### src/rtl/ccne_pkg.sv
// ----------------------------------------------------------------------------
// ccne_pkg: shared types and constants of the click-count number entry core
// Request and result structs, operation and phase codes, register indexes.
// ----------------------------------------------------------------------------
package ccne_pkg;

  localparam int unsigned CfgIdxW = 3;
  localparam int unsigned LevelW  = 8;
  localparam int unsigned TickW   = 16;

  typedef enum logic [1:0] {
    OP_START = 2'd0,
    OP_TICK  = 2'd1,
    OP_CLICK = 2'd2
  } op_e;

  typedef enum logic [2:0] {
    PH_WAIT0  = 3'd0,
    PH_BLINK  = 3'd1,
    PH_WAIT1  = 3'd2,
    PH_BUZZ   = 3'd3,
    PH_REPORT = 3'd4,
    PH_IDLE   = 3'd5
  } phase_e;

  typedef enum logic [CfgIdxW-1:0] {
    CFG_TICKS_PER_SECOND = 3'd0,
    CFG_BLINK_LEVEL      = 3'd1,
    CFG_BUZZ_LEVEL_HIGH  = 3'd2,
    CFG_BUZZ_LEVEL_LOW   = 3'd3,
    CFG_FLASH_LEVEL      = 3'd4
  } cfg_idx_e;

  typedef enum logic {
    KIND_LEVEL = 1'b0,
    KIND_VALUE = 1'b1
  } kind_e;

  // Blink period position codes (low five bits of the tick count)
  localparam logic [4:0] BlinkOnPos  = 5'd10;
  localparam logic [4:0] BlinkOffPos = 5'd20;
  localparam logic [4:0] BlinkEndPos = 5'd31;

  localparam logic [1:0] BuzzHighPos = 2'd0;
  localparam logic [1:0] BuzzLowPos  = 2'd2;

  localparam logic [7:0] TpsReset       = 8'd62;
  localparam logic [7:0] BlinkLvlReset  = 8'd37;
  localparam logic [7:0] BuzzHighReset  = 8'd25;
  localparam logic [7:0] BuzzLowReset   = 8'd18;
  localparam logic [7:0] FlashLvlReset  = 8'd75;

  typedef struct packed {
    logic [1:0] op;
    logic [7:0] option_number;
  } req_t;

  typedef struct packed {
    logic       kind;
    logic [7:0] led_level;
    logic [7:0] entered_value;
    logic       last;
  } res_t;

  function automatic res_t mk_res(kind_e kind, logic [7:0] level, logic [7:0] value);
    res_t r;
    r.kind          = kind;
    r.led_level     = level;
    r.entered_value = value;
    r.last          = 1'b0;
    return r;
  endfunction

endpackage

### src/rtl/click_count_number_entry_core.sv
// ----------------------------------------------------------------------------
// click_count_number_entry_core: one-button number entry sequencer
// Blinks an option number, buzzes while counting clicks, reports the count.
// ----------------------------------------------------------------------------
// Usage:
//   Requests arrive on in_valid_i / in_stall_o with a req_t payload (start,
//   tick or click). Each request updates the sequencer state in the cycle it
//   is accepted and yields zero, one or two LED commands or a final value on
//   out_valid_o / out_stall_i as res_t items; last marks the final one.
//   Results appear in the cycle after the request is accepted.
//   Throughput: one request per cycle while each gives at most one result
//   and the receiver keeps up; a request with two results holds the input
//   until the two-entry result queue, draining one item per cycle while
//   the receiver keeps up, is popping its second item.
//   Receiver stall: the queue holds its contents and in_stall_o stays high
//   until the queue is empty after the current pop.
//   Reset: sequencer idle, click count and tick counter cleared, result
//   queue empty, registers at their defaults. The user writes registers
//   through cfg_we_i / cfg_idx_i / cfg_wdata_i while the block is idle; the block does not enforce it.
// ----------------------------------------------------------------------------
module click_count_number_entry_core (
  input  logic                           clk_i,
  input  logic                           rst_ni,
  input  logic                           cfg_we_i,
  input  logic [ccne_pkg::CfgIdxW-1:0]   cfg_idx_i,
  input  logic [ccne_pkg::LevelW-1:0]    cfg_wdata_i,
  input  logic                           in_valid_i,
  output logic                           in_stall_o,
  input  ccne_pkg::req_t                 in_req_i,
  output logic                           out_valid_o,
  input  logic                           out_stall_i,
  output ccne_pkg::res_t                 out_res_o
);
  import ccne_pkg::*;

  logic [7:0] tps_q, blink_lvl_q, buzz_hi_q, buzz_lo_q, flash_lvl_q;

  phase_e           phase_q, phase_d;
  logic [7:0]       clicks_q, clicks_d;
  logic [7:0]       blinks_q, blinks_d;
  logic [TickW-1:0] tick_q, tick_d;

  logic [1:0] count_q, count_d;
  res_t       head_q, head_d, tail_q, tail_d;

  logic       pop, accept;
  logic [1:0] count_left;
  logic [1:0] n_res;
  res_t       r0, r1;
  op_e        op;

  logic [TickW-1:0] tick_inc;
  logic             wait_done;
  logic [9:0]       tps_x3;
  logic             timeout;
  logic [4:0]       blink_pos;

  // ---------------------------------------------------------------- config
  always_ff @(posedge clk_i or negedge rst_ni) begin
    if (!rst_ni) begin
      tps_q       <= TpsReset;
      blink_lvl_q <= BlinkLvlReset;
      buzz_hi_q   <= BuzzHighReset;
      buzz_lo_q   <= BuzzLowReset;
      flash_lvl_q <= FlashLvlReset;
    end else if (cfg_we_i) begin
      unique case (cfg_idx_e'(cfg_idx_i))
        CFG_TICKS_PER_SECOND: tps_q       <= cfg_wdata_i;
        CFG_BLINK_LEVEL:      blink_lvl_q <= cfg_wdata_i;
        CFG_BUZZ_LEVEL_HIGH:  buzz_hi_q   <= cfg_wdata_i;
        CFG_BUZZ_LEVEL_LOW:   buzz_lo_q   <= cfg_wdata_i;
        CFG_FLASH_LEVEL:      flash_lvl_q <= cfg_wdata_i;
        default: ;
      endcase
    end
  end

  // ---------------------------------------------------------------- handshake
  assign pop        = out_valid_o && !out_stall_i;
  assign count_left = count_q - {1'b0, pop};
  assign in_stall_o = (count_left != 2'd0);
  assign accept     = in_valid_i && !in_stall_o;
  assign op         = op_e'(in_req_i.op);

  // ---------------------------------------------------------------- shared terms
  assign tick_inc  = tick_q + TickW'(1);
  assign wait_done = !(tick_q < {{(TickW-7){1'b0}}, tps_q[7:1]});
  assign tps_x3    = {2'b00, tps_q} + {1'b0, tps_q, 1'b0};
  assign timeout   = tick_inc > {{(TickW-10){1'b0}}, tps_x3};
  assign blink_pos = tick_q[4:0];

  // ---------------------------------------------------------------- next state
  always_comb begin
    phase_d  = phase_q;
    clicks_d = clicks_q;
    blinks_d = blinks_q;
    tick_d   = tick_q;
    unique case (op)
      OP_START: begin
        clicks_d = '0;
        blinks_d = in_req_i.option_number;
        phase_d  = PH_WAIT0;
        tick_d   = '0;
      end
      OP_TICK: begin
        unique case (phase_q)
          PH_WAIT0, PH_WAIT1: begin
            if (!wait_done) begin
              tick_d = tick_inc;
            end else begin
              phase_d = (phase_q == PH_WAIT0) ? PH_BLINK : PH_BUZZ;
              tick_d  = '0;
            end
          end
          PH_BLINK: begin
            if (blinks_q != 8'd0) begin
              if (blink_pos == BlinkEndPos) blinks_d = blinks_q - 8'd1;
              tick_d = tick_inc;
            end else begin
              phase_d = PH_WAIT1;
              tick_d  = '0;
            end
          end
          PH_BUZZ: begin
            tick_d = tick_inc;
            if (timeout) phase_d = PH_REPORT;
          end
          PH_REPORT: phase_d = PH_IDLE;
          default: ;
        endcase
      end
      OP_CLICK: begin
        if (phase_q == PH_BUZZ) begin
          clicks_d = clicks_q + 8'd1;
          tick_d   = '0;
        end
      end
      default: ;
    endcase
  end

  // ---------------------------------------------------------------- results
  always_comb begin
    n_res = 2'd0;
    r0    = mk_res(KIND_LEVEL, '0, '0);
    r1    = mk_res(KIND_LEVEL, '0, '0);
    unique case (op)
      OP_TICK: begin
        unique case (phase_q)
          PH_BLINK: begin
            if (blinks_q != 8'd0) begin
              if (blink_pos == BlinkOnPos) begin
                r0    = mk_res(KIND_LEVEL, blink_lvl_q, '0);
                n_res = 2'd1;
              end else if (blink_pos == BlinkOffPos) begin
                n_res = 2'd1;
              end
            end
          end
          PH_BUZZ: begin
            if (tick_inc[1:0] == BuzzHighPos) begin
              r0    = mk_res(KIND_LEVEL, buzz_hi_q, '0);
              n_res = 2'd1;
            end else if (tick_inc[1:0] == BuzzLowPos) begin
              r0    = mk_res(KIND_LEVEL, buzz_lo_q, '0);
              n_res = 2'd1;
            end
            // timeout turns the LED off after any buzz level
            if (timeout) n_res = n_res + 2'd1;
          end
          PH_REPORT: begin
            r0    = mk_res(KIND_VALUE, '0, clicks_q);
            n_res = 2'd1;
          end
          default: ;
        endcase
      end
      OP_CLICK: begin
        if (phase_q == PH_BUZZ) begin
          r0    = mk_res(KIND_LEVEL, flash_lvl_q, '0);
          n_res = 2'd2;
        end
      end
      default: ;
    endcase
    if (n_res == 2'd1) r0.last = 1'b1;
    if (n_res == 2'd2) r1.last = 1'b1;
  end

  // ---------------------------------------------------------------- result queue
  always_comb begin
    count_d = count_left;
    head_d  = pop ? tail_q : head_q;
    tail_d  = tail_q;
    if (accept && n_res != 2'd0) begin
      count_d = n_res;
      head_d  = r0;
      tail_d  = r1;
    end
  end

  always_ff @(posedge clk_i or negedge rst_ni) begin
    if (!rst_ni) begin
      phase_q  <= PH_IDLE;
      clicks_q <= '0;
      blinks_q <= '0;
      tick_q   <= '0;
      count_q  <= '0;
    end else begin
      if (accept) begin
        phase_q  <= phase_d;
        clicks_q <= clicks_d;
        blinks_q <= blinks_d;
        tick_q   <= tick_d;
      end
      count_q <= count_d;
    end
  end

  always_ff @(posedge clk_i) begin
    head_q <= head_d;
    tail_q <= tail_d;
  end

  assign out_valid_o = (count_q != 2'd0);
  assign out_res_o   = head_q;

endmodule

### config.mk
export PLATFORM = sky130hd
export DESIGN_NAME = click_count_number_entry_core
export DESIGN_NICKNAME = d
export VERILOG_FILES = /design/src/rtl/ccne_pkg.sv /design/src/rtl/click_count_number_entry_core.sv
export SDC_FILE = /design/constraint.sdc
export NUM_CORES = 1
export LEC_CHECK = 0
export BUFFER_PORTS_ARGS = -buffer_cell sky130_fd_sc_hd__buf_2
export CAP_MARGIN = 20
export CORE_MARGIN = 2
export CORE_UTILIZATION = 45
export DETAILED_ROUTE_END_ITERATION = 10
export PLACE_DENSITY = 0.73
export SLEW_MARGIN = 10
export SYNTH_ARGS = -nofsm -noshare
export SYNTH_HDL_FRONTEND = slang
export SYNTH_SLANG_ARGS = --single-unit
### constraint.sdc
create_clock -name clk_i -period 6.87 [get_ports clk_i]
set_input_delay 1.374 -clock clk_i [delete_from_list [all_inputs] [get_ports clk_i]]
set_output_delay 1.374 -clock clk_i [all_outputs]
set_load 0.03 [all_outputs]
-- Word-level counts from Yosys, hierarchy flattened
Cells that the tools add are included.
- bits in registers: 96
- latch bits: 0
- memory bits (writable): 0
- memory bits (read-only): 0
- input port bits: 26
- output and inout port bits: 20
- logic and storage cells: 115
- memories: 0
- add/subtract/negate cells: 6
- multipliers: 0
- divide/modulo/power cells: 0
- $lt $le $gt $ge: 2
- eq/ne operators: 25
- shift operators: 0
- multiplexer cells: 40
- bitwise operators: 0
- reduce and logical (&&, ||, !) cells: 27
- operators with widths (kind ; count):
    $pmux W16 S3 ; 2
    $mux W17 ; 5
    $pmux W18 S3 ; 1
    $mux W16 ; 3
    $mux W18 ; 2
    $pmux W18 S2 ; 1
    $mux W8 ; 4
    $pmux W8 S2 ; 2
    $add A16 B1 Y16 const B ; 1
    $gt A16 B10 Y1 ; 1
    $lt A16 B7 Y1 ; 1
    $eq A3 B2 Y1 const B ; 4
    $mux W2 ; 6
    $pmux W3 S4 ; 1
    $reduce_bool A2 Y1 ; 6
    $add A8 B9 Y10 ; 1
    $eq A5 B5 Y1 const B ; 2
    $reduce_and A2 Y1 ; 5
    $mux W3 ; 3
    $ne A3 B3 Y1 const B ; 3
    $add A8 B1 Y8 const B ; 1
    $reduce_bool A8 Y1 ; 1
    $sub A8 B1 Y8 const B ; 1
    $mux W1 ; 7
    other kinds (24) ; 36

-- Depth between registers and ports, before layout
Gate-level depths: netlist (run 1).
- depth in word-level cells: 13
- depth in mapped cells: 21
- mapped depth without buffers: 20

-- Least setup slack after synthesis (run 1)
No wires, ideal clock.
- kind: reg-to-reg
- start point: register tps_q[0]
- end point: register head_q (netlist bit out_res_o[0]), enable pin
- library setup time: 0.488 ns
- data arrival time: 4.693 ns
- data required time: 6.382 ns
- path slack: 1.688 ns
- cell stages (with the launch flop): 22
- path buffers: 1
- clock period less this slack: 5.182 ns
- path through: dfrtp_1 ha_1 fa_1 a21o_1 a21oi_1 nor2b_1 o21ai_0 nand2b_1 a21oi_1 ha_1 a211oi_1 o21ai_0 a2111oi_0 o22ai_1 or2_2 ha_1 nand2_1 a21o_1 a21oi_1 nor2b_1 clkbuf_1 o21ai_0
- word-level cells in the longest chain between the ends: 8
- RTL lines (element ; RTL line ; source):
    from (decl) ; click_count_number_entry_core.sv:36 ; logic [7:0] tps_q, blink_lvl_q, buzz_hi_q, buzz_lo_q, flash_lvl_q;
    from (signal assigned) ; click_count_number_entry_core.sv:61 ; tps_q <= TpsReset;
    from (signal assigned) ; click_count_number_entry_core.sv:68 ; CFG_TICKS_PER_SECOND: tps_q <= cfg_wdata_i;
    $add A8 B9 Y10 ; click_count_number_entry_core.sv:88 ; assign tps_x3 = {2'b00, tps_q} + {1'b0, tps_q, 1'b0};
    $gt A16 B10 Y1 ; click_count_number_entry_core.sv:89 ; assign timeout = tick_inc > {{(TickW-10){1'b0}}, tps_x3};
    $mux W2 ; click_count_number_entry_core.sv:169 ; if (timeout) n_res = n_res + 2'd1;
    $pmux W2 S3 ; click_count_number_entry_core.sv:149 ; unique case (phase_q)
    $pmux W2 S2 ; click_count_number_entry_core.sv:147 ; unique case (op)
    $reduce_bool A2 Y1 ; click_count_number_entry_core.sv:195 ; if (accept && n_res != 2'd0) begin
    $logic_and A1 B1 Y1 ; click_count_number_entry_core.sv:195 ;
    $reduce_bool A2 Y1 (no source line) ; -- ;
    to (signal assigned) ; click_count_number_entry_core.sv:221 ; head_q <= head_d;
    to (decl) ; click_count_number_entry_core.sv:44 ; res_t head_q, head_d, tail_q, tail_d;
No other way between the ends.
A chain may end at the register's enable or synchronous reset.

-- Worst setup path in the final report (run 1)
Ends and elaborated chain as after synthesis.

==> results of run 1 <==
## sequential cells by signal, indices dropped and copies added (netlist names)
name         flops
tail_q           1
out_res_o       18
blinks_q         8
flash_lvl_q      8
buzz_hi_q        8
blink_lvl_q      8
tps_q            8
count_q          2
tick_q          16
clicks_q         8
buzz_lo_q        8
phase_q          3
## power groups by stage
| stage | Combinational (mW) | Clock [mW] | Sequential [mW] |
|---|---|---|---|
| detailed placement | 0.638 | 0 | 0.836 |
| CTS | 0.645 | 0.495 | 0.826 |
| global route | 0.717 | 0.515 | 0.844 |
| floorplan | 0.443 | 0 | 0.860 |
| finish | 0.643 | 0.485 | 0.826 |
| global placement | 0.617 | 0 | 0.826 |
## layout make-up
class | count | area (µm²) | share of cell area [%]
Inverter | 26 | 97.6 | 1.55
Multi-Input combinational cell | 406 | 2920 | 46.4
Tap cell | 168 | 210 | 3.33
Clock buffer | 10 | 239 | 3.79
Clock inverter | 6 | 47.5 | 0.754
Sequential cell | 96 | 2520 | 40.0
Timing Repair Buffer | 50 | 265 | 4.21
## worst paths after layout
| path | from | slack [ns] | cells after the start | end |
|---|---|---|---|---|
| max | tps_q[0]$_DFFE_PN0P_ | 1.59 | 21 | out_res_o[0]$_DFFE_PP_ |
| max reg2reg | tps_q[0]$_DFFE_PN0P_ | 1.59 | 21 | out_res_o[0]$_DFFE_PP_ |
| min reg2reg | buzz_lo_q[6]$_DFFE_PN0P_ | 0.51 | 1 | buzz_lo_q[6]$_DFFE_PN0P_ |
| min | buzz_lo_q[6]$_DFFE_PN0P_ | 0.51 | 1 | buzz_lo_q[6]$_DFFE_PN0P_ |
| min in group asynchronous | rst_ni | 1.18 | 1 | buzz_lo_q[5]$_DFFE_PN0P_ |
| max in group asynchronous | rst_ni | 5.06 | 1 | tick_q[8]$_DFFE_PN0P_ |
## cells in the final DEF, fill, tap and decap left out, drive strengths merged, types with 10 or more instances in the layout
cell    netlist  routed
a21oi        22      22
a22o         10      10
and2         10      10
buf           6      50
clkbuf       17      10
dfrtp        58      58
dfstp        19      19
edfxtp       19      19
ha           39      39
inv          26      30
mux2         36      36
nand2        46      46
nand3        18      18
nor2         50      50
nor3         11      11
o21ai        31      31
xor2         11      11
## cell families (layout without fill, tap and decap cells)
| logic type | Yosys count | count (layout) | share of synthesized area (%) |
|---|---|---|---|
| mux | 38 | 38 | 7.52 |
| buf+inv | 49 | 92 | 3.85 |
| flops | 96 | 96 | 44.6 |
| compound gates | 113 | 113 | 13.9 |
| simple gates | 195 | 195 | 18.0 |
| fa+ha+maj | 40 | 40 | 8.98 |
| xor+xnor | 20 | 20 | 3.10 |
## layer usage
| layer | share of wire [%] | routed length [µm] | track usage [%] | up-vias |
|---|---|---|---|---|
| met3 | 4.1 | 497 | 3.89 | 17 |
| met4 | 1.6 | 189 | 6.67 | 0 |
| met1 | 45 | 5430 | 23.5 | 2081 |
| met2 | 49 | 5960 | 31.5 | 87 |
| li1 | - | - | - | 2080 |
| met5 | 0 | 0 | 0 | - |
## critical path, delay by kind of cell (launching register included)
kind / cells / cell delay [ns]
DFF: 1 / 0.40
and+or+nand+nor: 5 / 1.10
adders and majority gates: 4 / 1.20
buffers and inverters: 1 / 0.24
AOI/OAI and AO/OA: 11 / 2.06
==> results.sh, run 1 <==
export IMPL_gp_congestion=0.861
export IMPL_drtIter0Drc=302
export IMPL_dieArea_um2=13500
export IMPL_synth_edf_count=19
export IMPL_fin_util_pct=51.8
export IMPL_drc=0
export IMPL_wl_per_cell_um=15.8
export IMPL_maxSlewViolCount=0
export IMPL_hpwl_mm=8.82
export IMPL_grt_pass1_wl_mm=19.8
export IMPL_slowest_delay_ns=0.56
export IMPL_nets=655
export IMPL_cp_max_fo=18
export IMPL_cts_buffers_inserted=9
export IMPL_synth_main_ff_cell="dfrtp_1"
export IMPL_synth_distinct_cells=64
export IMPL_ys_seq_elements=96
export IMPL_slew_headroom_pct=25.5
export IMPL_p_seq_share_pct=42.3
export IMPL_path_cells="ha_1, fa_1, a21o_1, a21oi_1, nor2b_1, o21ai_0, nand2b_1, a21oi_1, ha_1, a211oi_1, o21ai_0, a2111oi_0, o22ai_1, or2_2, ha_1, nand2_1, a21o_1, a21oi_1, nor2b_1, o21ai_1, buf_4"
export IMPL_combPwrFrac_pct=32.9
export IMPL_postCtsHoldBufs=0
export IMPL_max_freq_ghz=0.189
export IMPL_syn_inst=551
export IMPL_layout_area_overhead_vs_synth_pct=11.5
export IMPL_via_per_inst=5.60
export IMPL_intPower_mw=1.25
export IMPL_grt_pass1_vias=4207
export IMPL_place_ws_ns=1.59
export IMPL_synth_fp_nets=617
export IMPL_cp_arrival_ns=5.37
export IMPL_synth_top_area_share_pct=25.7
export IMPL_dr_pass1_iters=4
export IMPL_final_cells=762
export IMPL_status="completed"
export IMPL_placed_area_um2=6020
export IMPL_cts_tree="done"
export IMPL_worstMarginPinSlew_ns=1.12
export IMPL_overflow=0
export IMPL_yosys_warnings=0
export IMPL_setup_viol=0
export IMPL_grt_usage_pct=18.5
export IMPL_syn_area_um2=5660
export IMPL_rsz0062_at_grt="false"
export IMPL_maxCapViolCount=0
export IMPL_path_class="flop to flop"
export IMPL_start_util_pct=46.5
export IMPL_hold_viol=0
export IMPL_yosysTopAreaCell="dfrtp_1"
export IMPL_ant_nets=0
export IMPL_die_h_um=116
export IMPL_timing_hold_ws_ns=0.507
export IMPL_ctsResizeCount=0
export IMPL_clock_latency_ns=0.35
export IMPL_p_switching_uw=709
export IMPL_clockRootBuffer="clkbuf_16"
export IMPL_cts_setup_buffers=0
export IMPL_final_cell_area_um2=6300
export IMPL_wl_mm=12.1
export IMPL_drive_above_1_share_pct=22.7
export IMPL_cpMaxStageDelayCell="nor2b_1"
export IMPL_switching_share_pct=36.3
export IMPL_syn_area_per_cell_um2=10.3
export IMPL_cp_end_kind="flop"
export IMPL_clk_pin_slew_worst_paths_ns=0.07
export IMPL_skew_ns=0.00705
export IMPL_finalSetupTns_ns=0
export IMPL_placed_cells=746
export IMPL_peakVddDrop_mv=0.130
export IMPL_portBuffers=45
export IMPL_async_reset_ff_share_pct=80.2
export IMPL_finalCritPeriodShare_pct=76.9
export IMPL_synthTopCellsByCount="dfrtp_1, nor2_1, nand2_1, ha_1, mux2_2"
export IMPL_ys_seq_area_share_pct=44.6
export IMPL_finalPower_mw=1.95
export IMPL_p_clk_share_pct=24.8
export IMPL_cts_buffer_depth=2
export IMPL_period_minus_slack_ns=5.28
export IMPL_vias=4265
export IMPL_synth_most_common_cell="dfrtp_1"
export IMPL_grt_max_degree=78
export IMPL_die_w_um=116
export IMPL_io_pins=46
export IMPL_p_leak_nw=2.77
export IMPL_netlist_top_cells_area="dfrtp_1, edfxtp_1, dfstp_2"
export IMPL_num_fill_cells=1059
export IMPL_cts_sinks=96
export IMPL_antenna_cells=0
export IMPL_fp_coreArea_um2=12200
export IMPL_htreeDepth=3
export IMPL_antenna_found_initial=0
export IMPL_cp_required_ns=6.96
export IMPL_power_density_nw_per_um2=310
export IMPL_fin_ws_ns=1.59
export IMPL_rows=40
export IMPL_critPathLaunchType="flop"
export IMPL_hold_class="flop to flop"
Note: power is estimated with default switching activity, not from simulation.
==> run 2: changes to the inputs <==
--- a/config.mk
+++ b/config.mk
@@ -5,6 +5,7 @@
 export SDC_FILE = /design/constraint.sdc
 export NUM_CORES = 1
 export LEC_CHECK = 0
+export ABC_AREA = 1
 export BUFFER_PORTS_ARGS = -buffer_cell sky130_fd_sc_hd__buf_2
 export CAP_MARGIN = 20
 export CORE_MARGIN = 2
==> constraint.sdc (replaced) <==
create_clock -name clk_i -period 5.21 [get_ports clk_i]
set_input_delay 1.042 -clock clk_i [delete_from_list [all_inputs] [get_ports clk_i]]
set_output_delay 1.042 -clock clk_i [all_outputs]
set_load 0.03 [all_outputs]
==> run 2 against run 1 <==
Against the previous run:
- global-route usage grew 0.97 points
- sequential power is 37% higher
- non-clock buffer count fell by 4
- worst setup slack got worse by 0.90 ns
- critical path type unchanged
- register-to-register slack lost 0.90 ns
- wire length increased by 1.5%
- cell count rose by 19%
- first-iteration DRC count grew 0.66%
- clock skew shrank 0.0010 ns
- synthesized area rose by 0.86%
==> results.sh, run 2 <==
export IMPL_status="completed"
export IMPL_rows=41
export IMPL_clock_latency_ns=0.34
export IMPL_ys_seq_area_share_pct=44.2
export IMPL_synth_fp_nets=756
export IMPL_io_pins=46
export IMPL_cpMostUsedCell="nand2_1"
export IMPL_yosysTopAreaCell="dfrtp_1"
export IMPL_layout_area_overhead_vs_synth_pct=10.9
export IMPL_cp_max_fo=11
export IMPL_syn_area_per_cell_um2=8.27
export IMPL_hpwl_mm=9.04
export IMPL_combPwrFrac_pct=37.6
export IMPL_worstRegToRegCells=22
export IMPL_rr_endpoint="out_res_o[2]$_SDFFCE_PN0P_"
export IMPL_synthMuxAreaShare_pct=0
export IMPL_hold_class="flop to flop"
export IMPL_syn_area_um2=5700
export IMPL_overflow=0
export IMPL_netlist_top_cells_area="dfrtp_1, nand2_1, edfxtp_1"
export IMPL_slowest_delay_ns=0.58
export IMPL_finalSetupTns_ns=0
export IMPL_path_cells="ha_1, fa_1, a21oi_1, o21ai_0, a21oi_1, o21ai_0, a21oi_1, ha_1, a21o_1, nand2_1, nand3_1, nor2_1, nand3_1, ha_1, nand2_1, nand2_1, o21bai_1, nand3_1, nand2_2, nand2_2, nand2_1, buf_4"
export IMPL_ys_seq_elements=96
export IMPL_start_util_pct=45.6
export IMPL_p_clk_share_pct=21.8
export IMPL_die_h_um=117
export IMPL_setup_viol=0
export IMPL_finalCritPeriodShare_pct=86.8
export IMPL_cts_buffer_depth=2
export IMPL_postCtsHoldBufs=0
export IMPL_slew_headroom_pct=35.2
export IMPL_clk_pin_slew_worst_paths_ns=0.06
export IMPL_via_per_inst=5.09
export IMPL_grt_pass1_vias=4305
export IMPL_cpMaxStageDelayCell="dfstp_2"
export IMPL_gp_congestion=0.881
export IMPL_synth_edf_count=19
export IMPL_cts_setup_buffers=0
export IMPL_die_w_um=117
export IMPL_nets=793
export IMPL_ff2ff_setup_slack_ns=0.69
export IMPL_skew_ns=0.00601
export IMPL_r2r_start="tps_q[1]$_DFFE_PN1P_"
export IMPL_path_buf_inv=1
export IMPL_largest_reg_flops=18
export IMPL_antenna_cells=0
export IMPL_vias=4605
export IMPL_wl_mm=12.3
export IMPL_peakVddDrop_mv=0.235
export IMPL_hold_viol=0
export IMPL_synth_compound_area_share_pct=14.1
export IMPL_yosys_warnings=0
export IMPL_startpoint="tps_q[1]$_DFFE_PN1P_"
export IMPL_crit_family="simple AND/OR/NAND/NOR gates"
export IMPL_num_fill_cells=1237
export IMPL_max_freq_ghz=0.221
export IMPL_cp_required_ns=5.26
export IMPL_switching_share_pct=39.8
export IMPL_dieArea_um2=13600
export IMPL_final_cell_mix="nand2_1, inv_1, o21ai_0"
export IMPL_grt_usage_pct=19.5
export IMPL_worstMarginPinSlew_ns=0.972
export IMPL_synth_most_common_cell="nand2_1"
export IMPL_grt_max_degree=78
export IMPL_rsz0062_at_grt="false"
export IMPL_drive_above_1_share_pct=15.0
export IMPL_async_reset_ff_share_pct=80.2
export IMPL_finalPower_mw=2.80
export IMPL_critPathLaunchType="flop"
export IMPL_syn_inst=690
export IMPL_cts_sinks=96
export IMPL_crit_cells=22
export IMPL_drc=0
export IMPL_htreeDepth=3
export IMPL_portBuffers=45
export IMPL_intPower_mw=1.68
export IMPL_maxSlewViolCount=0
export IMPL_antenna_found_initial=0
export IMPL_cts_buffers_inserted=9
export IMPL_path_class="flop to flop"
export IMPL_maxCapViolCount=0
export IMPL_synth_simple_area_share_pct=23.2
export IMPL_wl_per_cell_um=13.6
export IMPL_cp_arrival_ns=4.57
export IMPL_synth_top_area_share_pct=25.4
export IMPL_period_minus_slack_ns=4.52
export IMPL_whs_path_depth=2
export IMPL_min_from="flash_lvl_q[7]$_DFFE_PN0P_"
export IMPL_synth_main_ff_cell="dfrtp_1"
export IMPL_p_seq_share_pct=40.5
export IMPL_drtIter0Drc=304
export IMPL_cp_end_kind="flop"
export IMPL_synth_distinct_cells=43
export IMPL_fp_coreArea_um2=12500
export IMPL_synth_xor_area_share_pct=2.28
export IMPL_final_common_cell="nand2_1"
export IMPL_ctsResizeCount=0
export IMPL_synthTopCellsByCount="nand2_1, inv_1, o21ai_0, dfrtp_1, nor2_1"
export IMPL_ant_nets=0
export IMPL_synth_top_family_by_area="simple AND/OR/NAND/NOR gates"
export IMPL_synth_fa_ha_area_share_pct=8.91
export IMPL_grt_pass1_wl_mm=20.9
export IMPL_p_leak_nw=3.02
export IMPL_power_density_nw_per_um2=442
export IMPL_clockRootBuffer="clkbuf_16"
export IMPL_dr_pass1_iters=5
export IMPL_hold_end="flash_lvl_q[7]$_DFFE_PN0P_"
export IMPL_cts_tree="done"
export IMPL_p_switching_mw=1.11
-- run 2: layout make-up --
class                           count  area, µm²  share of cell area [%]
Sequential cell                    96       2520                    39.9
Multi-Input combinational cell    490       2770                    43.7
Tap cell                          172        215                    3.40
Timing Repair Buffer               46        235                    3.72
Clock inverter                      7       46.3                   0.732
Clock buffer                        9        225                    3.56
Inverter                           84        315                    4.99
-- run 2: worst max-delay path by stage --
stage | end | slack (ns)
floorplan | out_res_o[0]$_DFFE_PP_ | 1.13
detailed placement | out_res_o[8]$_SDFFCE_PN0P_ | 0.70
global placement | out_res_o[5]$_SDFFCE_PN0P_ | 0.78
global route | out_res_o[2]$_SDFFCE_PN0P_ | 0.24
CTS | out_res_o[2]$_SDFFCE_PN0P_ | 0.65
finish | out_res_o[2]$_SDFFCE_PN0P_ | 0.69
-- run 2: metrics by stage --
step	hold slack (ns)	util (%)	std cells	area, µm²	setup WS, ns
floorplan	0.453	-	690	5700	1.13
global placement	0.466	48.4	888	6050	0.783
detailed placement	0.476	48.4	888	6050	0.696
CTS	0.493	50.5	904	6320	0.648
global route	0.509	50.5	904	6320	0.239
finish	0.488	50.5	904	6320	0.687
-- run 2: kinds of logic (layout without fill, tap and decap cells) --
group | count (synthesis) | after routing
buffers and inverters | 104 | 146
flip-flops | 96 | 96
AND/OR/NAND/NOR | 307 | 307
XOR/XNOR | 14 | 14
AO/OA/AOI/OAI | 129 | 129
adder cells (fa/ha/maj) | 40 | 40
-- run 2: layer usage --
layer  track usage [%]  share of wire [%]  vias up
li1                  -                  -     2364
met1              27.7                 48     2128
met2              30.9                 46       95
met3              3.37                4.3       18
met4              5.65                1.7        0
met5                 0                  0        -
-- run 2: power groups by stage --
stage          logic (mW)  registers (mW)  clock network (mW)
2_1_floorplan       0.757            1.16                   0
3_3_place_gp         1.03            1.14                   0
3_5_place_dp         1.05            1.15                   0
4_1_cts              1.06            1.13               0.621
5_1_grt              1.20            1.16               0.650
6_report             1.05            1.13               0.611
-- run 2: tightest hold or removal path, stage by stage, from the launching register on --
cell and delay (ns):
dfrtp_1 0.34, nand2_1 0.05, o21ai_0 0.06
==> run 3: changes to the inputs <==
--- a/config.mk
+++ b/config.mk
@@ -5,7 +5,6 @@
 export SDC_FILE = /design/constraint.sdc
 export NUM_CORES = 1
 export LEC_CHECK = 0
-export ABC_AREA = 1
 export BUFFER_PORTS_ARGS = -buffer_cell sky130_fd_sc_hd__buf_2
 export CAP_MARGIN = 20
 export CORE_MARGIN = 2
==> run 3 against run 2 <==
Against the previous run:
- global-route usage is 0.81 points lower
- maximum frequency is 8.0% lower
- total power is 7.3% lower
- count of clock-buffer cells in the layout is 1 higher
- final area is 0.49% higher
- sequential share of layout area is 0.20 points lower
- first-iteration DRC count is 9.5% lower
- cell count is 15% lower
- die area is 0.82% lower
- critical path type unchanged
- critical endpoint is now out_res_o[14]$_SDFFCE_PN0P_
==> results.sh, run 3 (same netlist as run 1, synthesis figures left out) <==
export IMPL_ant_nets=0
export IMPL_setup_viol=0
export IMPL_maxSlewViolCount=0
export IMPL_grt_usage_pct=18.7
export IMPL_final_cell_mix="dfrtp_1, nor2_1, nand2_1"
export IMPL_drc=0
export IMPL_power_density_nw_per_um2=408
export IMPL_start_util_pct=46.5
export IMPL_cts_sinks=96
export IMPL_dr_pass1_iters=4
export IMPL_cts_buffer_depth=2
export IMPL_max_freq_ghz=0.203
export IMPL_cp_required_ns=5.27
export IMPL_finalSetupTns_ns=0
export IMPL_hold_viol=0
export IMPL_wl_mm=12.1
export IMPL_rsz0062_at_grt="false"
export IMPL_status="completed"
export IMPL_num_fill_cells=1076
export IMPL_cts_setup_buffers=0
export IMPL_dieArea_um2=13500
export IMPL_fin_util_pct=52.3
export IMPL_slew_headroom_pct=30.3
export IMPL_largest_reg_flops=18
export IMPL_drive_above_1_share_pct=23.3
export IMPL_nets=658
export IMPL_io_pins=46
export IMPL_skew_ns=0.00713
export IMPL_hpwl_mm=8.83
export IMPL_via_per_inst=5.62
export IMPL_wl_per_cell_um=15.8
export IMPL_p_leak_nw=2.79
export IMPL_htreeDepth=3
export IMPL_cp_arrival_ns=4.98
export IMPL_clock_latency_ns=0.35
export IMPL_layout_area_overhead_vs_synth_pct=12.4
export IMPL_hold_class="flop to flop"
export IMPL_vias=4301
export IMPL_final_cell_area_um2=6350
export IMPL_portBuffers=45
export IMPL_overflow=0
export IMPL_grt_pass1_wl_mm=19.9
export IMPL_peakVddDrop_mv=0.175
export IMPL_worstMarginPinSlew_ns=1.04
export IMPL_clk_pin_slew_worst_paths_ns=0.07
export IMPL_path_class="flop to flop"
export IMPL_antenna_found_initial=0
export IMPL_gp_congestion=0.842
export IMPL_finalCritPeriodShare_pct=94.3
export IMPL_cp_end_kind="flop"
export IMPL_maxCapViolCount=0
export IMPL_rows=40
export IMPL_cts_buffers_inserted=9
export IMPL_die_w_um=116
export IMPL_grt_max_degree=78
export IMPL_fp_coreArea_um2=12200
export IMPL_grt_pass1_vias=4130
export IMPL_placed_area_um2=6040
export IMPL_cp_max_fo=18
export IMPL_final_common_cell="dfrtp_1"
export IMPL_antenna_cells=0
export IMPL_die_h_um=116
export IMPL_drtIter0Drc=275
export IMPL_period_minus_slack_ns=4.91
export IMPL_critPathLaunchType="flop"
export IMPL_clockRootBuffer="clkbuf_16"
export IMPL_cts_tree="done"
==> run 3: changes by cell type in the layout (fill, tap and decap cells not counted), moves of 24 or more <==
cell / previous run / this run
nand3_1: 40 / 16
nand2_1: 172 / 46
o21ai_0: 68 / 23
inv_1: 84 / 26
mux2_2: 0 / 36
==> run 3: path summary, 6_finish.rpt <==
| kind | from | end | slack (ns) | depth (start not counted) |
|---|---|---|---|---|
| max | tps_q[0]$_DFFE_PN0P_ | out_res_o[14]$_SDFFCE_PN0P_ | 0.30 | 21 |
| max reg2reg | tps_q[0]$_DFFE_PN0P_ | out_res_o[14]$_SDFFCE_PN0P_ | 0.30 | 21 |
| min | buzz_lo_q[6]$_DFFE_PN0P_ | buzz_lo_q[6]$_DFFE_PN0P_ | 0.51 | 1 |
| min reg2reg | buzz_lo_q[6]$_DFFE_PN0P_ | buzz_lo_q[6]$_DFFE_PN0P_ | 0.51 | 1 |
| min in group asynchronous | rst_ni | tps_q[6]$_DFFE_PN0P_ | 0.55 | 1 |
| max in group asynchronous | rst_ni | phase_q[0]$_DFFE_PN1P_ | 4.04 | 2 |
==> run 3: critical path, cell delays in order, from the launching register on <==
cell and delay [ns]:
dfrtp_1 0.40, ha_1 0.23, fa_1 0.41, a21o_1 0.17
a21oi_1 0.20, nor2b_1 0.07, o21ai_0 0.14, nand2b_1 0.10
a21oi_1 0.18, ha_1 0.30, a211oi_2 0.24, o21ai_0 0.13
a2111oi_1 0.40, o22ai_1 0.19, or2_2 0.31, ha_1 0.28
nand2_1 0.05, a21o_1 0.18, a21oi_1 0.23, nor2b_1 0.09
o21ai_1 0.14, buf_12 0.19
==> run 3: power by group <==
group | switching, mW | internal [mW] | leakage, nW | total (mW)
Clock | 0.298 | 0.331 | 0.136 | 0.629
Sequential | 0.129 | 0.961 | 1.13 | 1.09
Combinational | 0.520 | 0.352 | 1.53 | 0.872
==> run 3: layer usage <==
layer | part of all wire (%) | vias up | GRT usage (%)
li1 | - | 2087 | -
met1 | 45 | 2089 | 24.5
met2 | 49 | 105 | 30.9
met3 | 4.2 | 20 | 3.89
met4 | 1.8 | 0 | 6.59
met5 | 0 | - | 0
==> run 3: layout make-up <==
| class | count | area (µm²) | area share (%) |
|---|---|---|---|
| clock inverter | 6 | 50.0 | 0.788 |
| timing repair buffer | 53 | 318 | 5.00 |
| clock buffer | 10 | 229 | 3.60 |
| inverter | 26 | 97.6 | 1.54 |
| multi-input combinational | 406 | 2930 | 46.1 |
| tap | 168 | 210 | 3.31 |
| sequential | 96 | 2520 | 39.7 |
==> run 3: through the flow <==
| stage | power (mW) | cells | hold slack, ns | setup WS, ns |
|---|---|---|---|---|
| after floorplan | 1.72 | 551 | 0.472 | 0.0282 |
| after global placement | 1.91 | 747 | 0.487 | 0.388 |
| after detailed placement | 1.96 | 747 | 0.494 | 0.194 |
| after CTS | 2.60 | 763 | 0.510 | 0.178 |
| after global routing | 2.75 | 765 | 0.530 | 0.00979 |
| final | 2.59 | 765 | 0.509 | 0.296 |
==> run 3: timing repair <==
item	CTS	global route
resized for setup	0	2
endpoints found under the setup margin	0	18
hold endpoints to repair	0	0
hold buffers	0	0
